[src/rtl/core/iwr_pkg.sv]
// ----------------------------------------------------------------------------
// Instruction window retire package
// Shared widths, operation codes, register indexes and the command and
// status bundles between the controller and the datapath.
// ----------------------------------------------------------------------------
package iwr_pkg;

  // Window geometry default.
  localparam int unsigned DepthDefault = 128;

  // Field widths.
  localparam int unsigned AddrW    = 48;
  localparam int unsigned OpW      = 2;
  localparam int unsigned RetCntW  = 4;
  localparam int unsigned OccW     = 8;
  localparam int unsigned CfgAddrW = 1;
  localparam int unsigned CfgDataW = 4;

  // Stream widths, padded to whole bytes.
  localparam int unsigned SDataW = 56;
  localparam int unsigned MDataW = 16;

  // Largest number of entries one retire may remove.
  localparam logic [RetCntW-1:0] MaxRetire = 4'd8;

  // Operation codes carried on the input tuser.
  localparam logic [OpW-1:0] OP_INSERT   = 2'd0;
  localparam logic [OpW-1:0] OP_RETIRE   = 2'd1;
  localparam logic [OpW-1:0] OP_COMPLETE = 2'd2;
  localparam logic [OpW-1:0] OP_NONE     = 2'd3;

  // Configuration register indexes.
  localparam logic [CfgAddrW-1:0] CFG_RETIRE_WIDTH = 1'd0;
  localparam logic [CfgAddrW-1:0] CFG_BLOCK_OFFSET = 1'd1;

  // Commands from the controller to the datapath.
  typedef struct packed {
    logic load_in;   // capture the accepted request
    logic insert;    // append the captured entry
    logic ret_step;  // remove the oldest entry
    logic scan_rd;   // read the address of the scanned entry
    logic scan_cmp;  // compare it and move to the next one
    logic load_out;  // capture the result
  } cmd_t;

  // Status from the datapath to the controller.
  typedef struct packed {
    logic ret_go;    // oldest entry may be retired now
    logic scan_done; // every live entry has been compared
  } status_t;

endpackage

[src/rtl/core/iwr_ctrl.sv]
// ----------------------------------------------------------------------------
// Instruction window retire controller
// Sequences one request at a time through insert, retire and completion
// scan, and owns the input and output handshakes.
// ----------------------------------------------------------------------------
module iwr_ctrl (
  input  logic                     clk_i,
  input  logic                     rst_ni,
  input  logic                     s_valid_i,
  input  logic [iwr_pkg::OpW-1:0]  s_op_i,
  output logic                     s_ready_o,
  input  logic                     m_ready_i,
  output logic                     m_valid_o,
  input  iwr_pkg::status_t         stat_i,
  output iwr_pkg::cmd_t            cmd_o
);

  localparam logic [2:0] StIdle = 3'd0;
  localparam logic [2:0] StIns  = 3'd1;
  localparam logic [2:0] StRet  = 3'd2;
  localparam logic [2:0] StCrd  = 3'd3;
  localparam logic [2:0] StCcmp = 3'd4;
  localparam logic [2:0] StFin  = 3'd5;

  logic [2:0] state_q, state_d;
  logic       out_valid_q, out_valid_d;
  logic       accept;
  logic       load_out;

  assign s_ready_o = (state_q == StIdle);
  assign accept    = s_valid_i && s_ready_o;
  assign m_valid_o = out_valid_q;

  // The result register may be loaded when it is empty or being drained.
  assign load_out = (state_q == StFin) && (!out_valid_q || m_ready_i);

  // Next state and commands.
  always_comb begin
    state_d = state_q;
    cmd_o   = '0;
    cmd_o.load_in  = accept;
    cmd_o.load_out = load_out;
    unique case (state_q)
      StIdle: begin
        if (accept) begin
          unique case (s_op_i)
            iwr_pkg::OP_INSERT:   state_d = StIns;
            iwr_pkg::OP_RETIRE:   state_d = StRet;
            iwr_pkg::OP_COMPLETE: state_d = StCrd;
            default:              state_d = StFin;
          endcase
        end
      end
      StIns: begin
        cmd_o.insert = 1'b1;
        state_d      = StFin;
      end
      StRet: begin
        if (stat_i.ret_go) begin
          cmd_o.ret_step = 1'b1;
        end else begin
          state_d = StFin;
        end
      end
      StCrd: begin
        if (stat_i.scan_done) begin
          state_d = StFin;
        end else begin
          cmd_o.scan_rd = 1'b1;
          state_d       = StCcmp;
        end
      end
      StCcmp: begin
        cmd_o.scan_cmp = 1'b1;
        state_d        = StCrd;
      end
      StFin: begin
        if (load_out) begin
          state_d = StIdle;
        end
      end
      default: state_d = StIdle;
    endcase
  end

  // Result valid flag.
  always_comb begin
    out_valid_d = out_valid_q;
    if (load_out) begin
      out_valid_d = 1'b1;
    end else if (m_ready_i) begin
      out_valid_d = 1'b0;
    end
  end

  always_ff @(posedge clk_i or negedge rst_ni) begin
    if (!rst_ni) begin
      state_q     <= StIdle;
      out_valid_q <= 1'b0;
    end else begin
      state_q     <= state_d;
      out_valid_q <= out_valid_d;
    end
  end

endmodule

[config.mk]
export PLATFORM = sky130hd
export DESIGN_NAME = iwr_ctrl
export DESIGN_NICKNAME = d
export VERILOG_FILES = /design/src/rtl/core/iwr_pkg.sv /design/src/rtl/core/iwr_ctrl.sv
export SDC_FILE = /design/constraint.sdc
export NUM_CORES = 1
export LEC_CHECK = 0
export BUFFER_PORTS_ARGS = -buffer_cell sky130_fd_sc_hd__clkbuf_2
export CORE_AREA = 8 8 45 47
export CTS_BUF_LIST = sky130_fd_sc_hd__clkbuf_8
export DETAILED_ROUTE_END_ITERATION = 10
export DIE_AREA = 0 0 53 55
export SYNTH_ARGS = -nofsm -noshare
export SYNTH_HDL_FRONTEND = slang
export SYNTH_SLANG_ARGS = --single-unit
[constraint.sdc]
create_clock -name clk_i -period 1.99 [get_ports clk_i]
set_clock_uncertainty 0.05 [all_clocks]
set_input_delay 0.0995 -clock clk_i [delete_from_list [all_inputs] [get_ports clk_i]]
set_output_delay 0.0995 -clock clk_i [all_outputs]
set_load 0.01 [all_outputs]
==> summary.txt <==
Logic synthesis
  • Sequential area share after synthesis: 29.7%
  • Synth Net Count: 47
  • Synth Warn #: 0
  • Synth area leaders: dfrtp_1 (30%), ha_1 (7.4%), buf_4 (6.7%), nand3b_1 (4.5%), nor3b_1 (4.5%)
  • Cell variety after synth: 22
  • Area of the mapped netlist: 337 um2
  • Fraction of registers with async set or reset after synthesis: 100%
  • Flops & latches, synth: 4
  • Ys flop type: dfrtp_1
  • EDFF count, synth: 0
  • Share of the synthesized area in the top cell type: around 30%
  • Gate Count Post-Synth: 37
  • Syn Area/Cell: between 9 and 10 um2
  • Synth area leader: dfrtp_1

Cells and area
  • Most common cell after layout, fill and taps aside: clkbuf_2
  • P&R area growth vs syn: 33.8%
  • Most frequent cells in the layout: clkbuf_2 (15), dfrtp_1 (4), clkbuf_8 (3)
  • Finished layout cell area: 450 um2
  • Layout Cells excl Fill: 67
  • Fillers: 151
  • Nets: 63
  • Layout cell share with drive strength beyond 1: between 40% and 50%
  • Register area: approximately 100 um2
  • # diodes: 0
  • Area of the multi-input gates: approximately 200 um2

Global route
  • First-pass GRT wire length: roughly 1200 um
  • Global Route Usage Sum: 5.64%
  • Initial antenna violation count: 0
  • Largest net degree at the start of global routing: 13
  • Remaining global-route overflow: 0
  • Number of global-route vias before repair: 305

Routing
  • Final wirelength: 755 um
  • Drt pass-1 iters: 2
  • DR WL/cell: between 10 and 15 um
  • Routed via count: roughly 300
  • Post-DR vias/cell: between 4 and 5
  • Antenna viol nets, final: 0
  • Initial drt markers: 3
  • Residual DRC: 0

Worst hold path
  • HP Class: primary input to async pin

Setup path
  • Worst Setup End Kind: output pin
  • Reg2reg setup slack: around 0.67 ns
  • Worst path required time: approximately 1.8 ns
  • Reg2Reg Launch Point: state_q[1]$_DFFE_PN0P_
  • Worst r2r path cells: 3
  • CP arrival: between 1 and 1.5 ns
  • Crit path kind: flip-flop to output pin
  • FF-to-FF End: state_q[0]$_DFFE_PN0P_
  • Critical Path Fanout Max: 12
  • Crit start category: flip-flop

Clocking
  • Skew-Pair Late Insertion Delay: approximately 0.22 ns
  • Clock Pin Slew Worst Setup and Hold Paths: 0.03 ns
  • Root Driver: clkbuf_8
  • CTS tree: yes
  • Max H-tree Level: 1
  • CTS Sinks: 4
  • Clock Path Buffers: 2
  • Cts repair resizes: 0
  • Postcts setup bufs: 0
  • CTS Buf Count: 3

Placed design
  • GPL Wtd Cong: 0.745
  • Port Buffers: 15
  • DP Wirelength: between 600 and 700 um
  • Post-DP Area: about 400 um2
  • Placed Cells: 63

Power
  • Pwr Density: about 1500 mW/mm2
  • Sequential power share: around 33%
  • Psw: between 0.2 and 0.3 mW
  • Total Power: about 0.67 mW
  • Comb power frac: between 40% and 50%
  • Leakage power: 0.222 nW
  • VDD IR-drop max: a little over 400 uV
  • Clk pwr share: between 20% and 30%
  • Sw Share: approximately two fifths
  • Internal Power: ~0.4 mW

Run status
  • Status: finished clean

Die
  • Die height: 55 um
  • Initial Util: 24.3%
  • Cell Rows: 14
  • Die W: roughly 53 um
  • Die area: approximately 0.0029 mm2
  • Boundary pin count: 16
  • Core ar.: 0.00138 mm2

Timing
  • FMAX: about 0.69 GHz
  • Setup TNS: 0 ns
  • Final Hold Vio Count: 0
  • Post-route minimum period: 1.45 ns
  • Slew headroom: 76.6%
  • Setup violators final: 0
  • RSZ-0062 raised after global routing: no
  • Final worst path period share: 73.1%
  • Worst-margin pin slew: 0.350 ns
  • Max-slew violations: 0

Job
  • # Max-Cap Violations: 0
==> sequential cells by signal (all words and copies together) (netlist names) <==
signal	count
state_q	3
m_valid_o	1
==> critical path, stage by stage (launching register included) <==
cell	delay (ns)
dfrtp_1	0.48
nor3_1	0.32
and2_1	0.17
clkbuf_2	0.12
==> layout make-up <==
type	instances	share of cell area (%)
clock buffer	3	9.17
inverter	1	0.833
multi-input combinational	27	44.4
sequential	4	22.2
tap	16	4.44
timing repair buffer	16	18.9
==> worst max path at each step <==
stage / startpoint / end / slack [ns] / depth (start not counted)
after detailed placement: state_q[1]$_DFFE_PN0P_ / state_q[0]$_DFFE_PN0P_ / 0.68 / 3
final: state_q[2]$_DFFE_PN0P_ / cmd_o[5] / 0.54 / 3
after floorplan: state_q[2]$_DFFE_PN0P_ / cmd_o[5] / 0.79 / 3
after global placement: state_q[1]$_DFFE_PN0P_ / state_q[0]$_DFFE_PN0P_ / 0.70 / 3
after CTS: state_q[2]$_DFFE_PN0P_ / cmd_o[5] / 0.52 / 3
after global routing: state_q[2]$_DFFE_PN0P_ / cmd_o[5] / 0.45 / 3
==> metal layers <==
layer | track usage (%) | wire (um)
met5 | 0 | 0
met4 | 6.47 | 19
met3 | 3.21 | 96
met2 | 8.40 | 349
met1 | 5.04 | 290
==> metrics by stage <==
| stage | setup slack [ns] | util, % | hold WS (ns) |
|---|---|---|---|
| finish | 0.536 | 32.5 | 0.173 |
| global route | 0.445 | 32.5 | 0.195 |
| CTS | 0.523 | 32.5 | 0.167 |
| detailed placement | 0.679 | 28.8 | -0.141 |
| global placement | 0.703 | 28.8 | -0.139 |
| floorplan | 0.792 | - | -0.246 |
==> cell families (layout without fill, tap and decap cells) <==
group	count (synthesis)	in the layout	share of synthesized area [%]
simple gates	17	17	34.2
compound gates	8	8	17.8
buf+inv	6	20	10.8
flops	4	4	29.7
fa+ha+maj	2	2	7.43
==> power by group through the flow <==
stage	Clock [mW]	Combinational, mW	Sequential, mW
6_report	0.170	0.276	0.220
3_5_place_dp	0	0.280	0.221
4_1_cts	0.173	0.283	0.220
3_3_place_gp	0	0.279	0.217
2_1_floorplan	0	0.291	0.151
5_1_grt	0.175	0.310	0.231
==> cell usage after synthesis, drive strengths merged (2+ instances only) <==
| cell | count |
|---|---|
| dfrtp | 4 |
| o21ai | 2 |
| nor3b | 2 |
| nor2b | 2 |
| nand2 | 3 |
| and2 | 2 |
| nand3b | 2 |
| buf | 5 |
| or2 | 2 |
| o21bai | 2 |
| nor3 | 2 |
| ha | 2 |
==> repair_timing <==
| action | CTS | global route |
|---|---|---|
| hold buffers | 1 | 0 |
| setup endpoints to repair | 0 | 0 |
| endpoints found under the hold margin | 4 | 0 |
(Power assumes the default switching activity.)
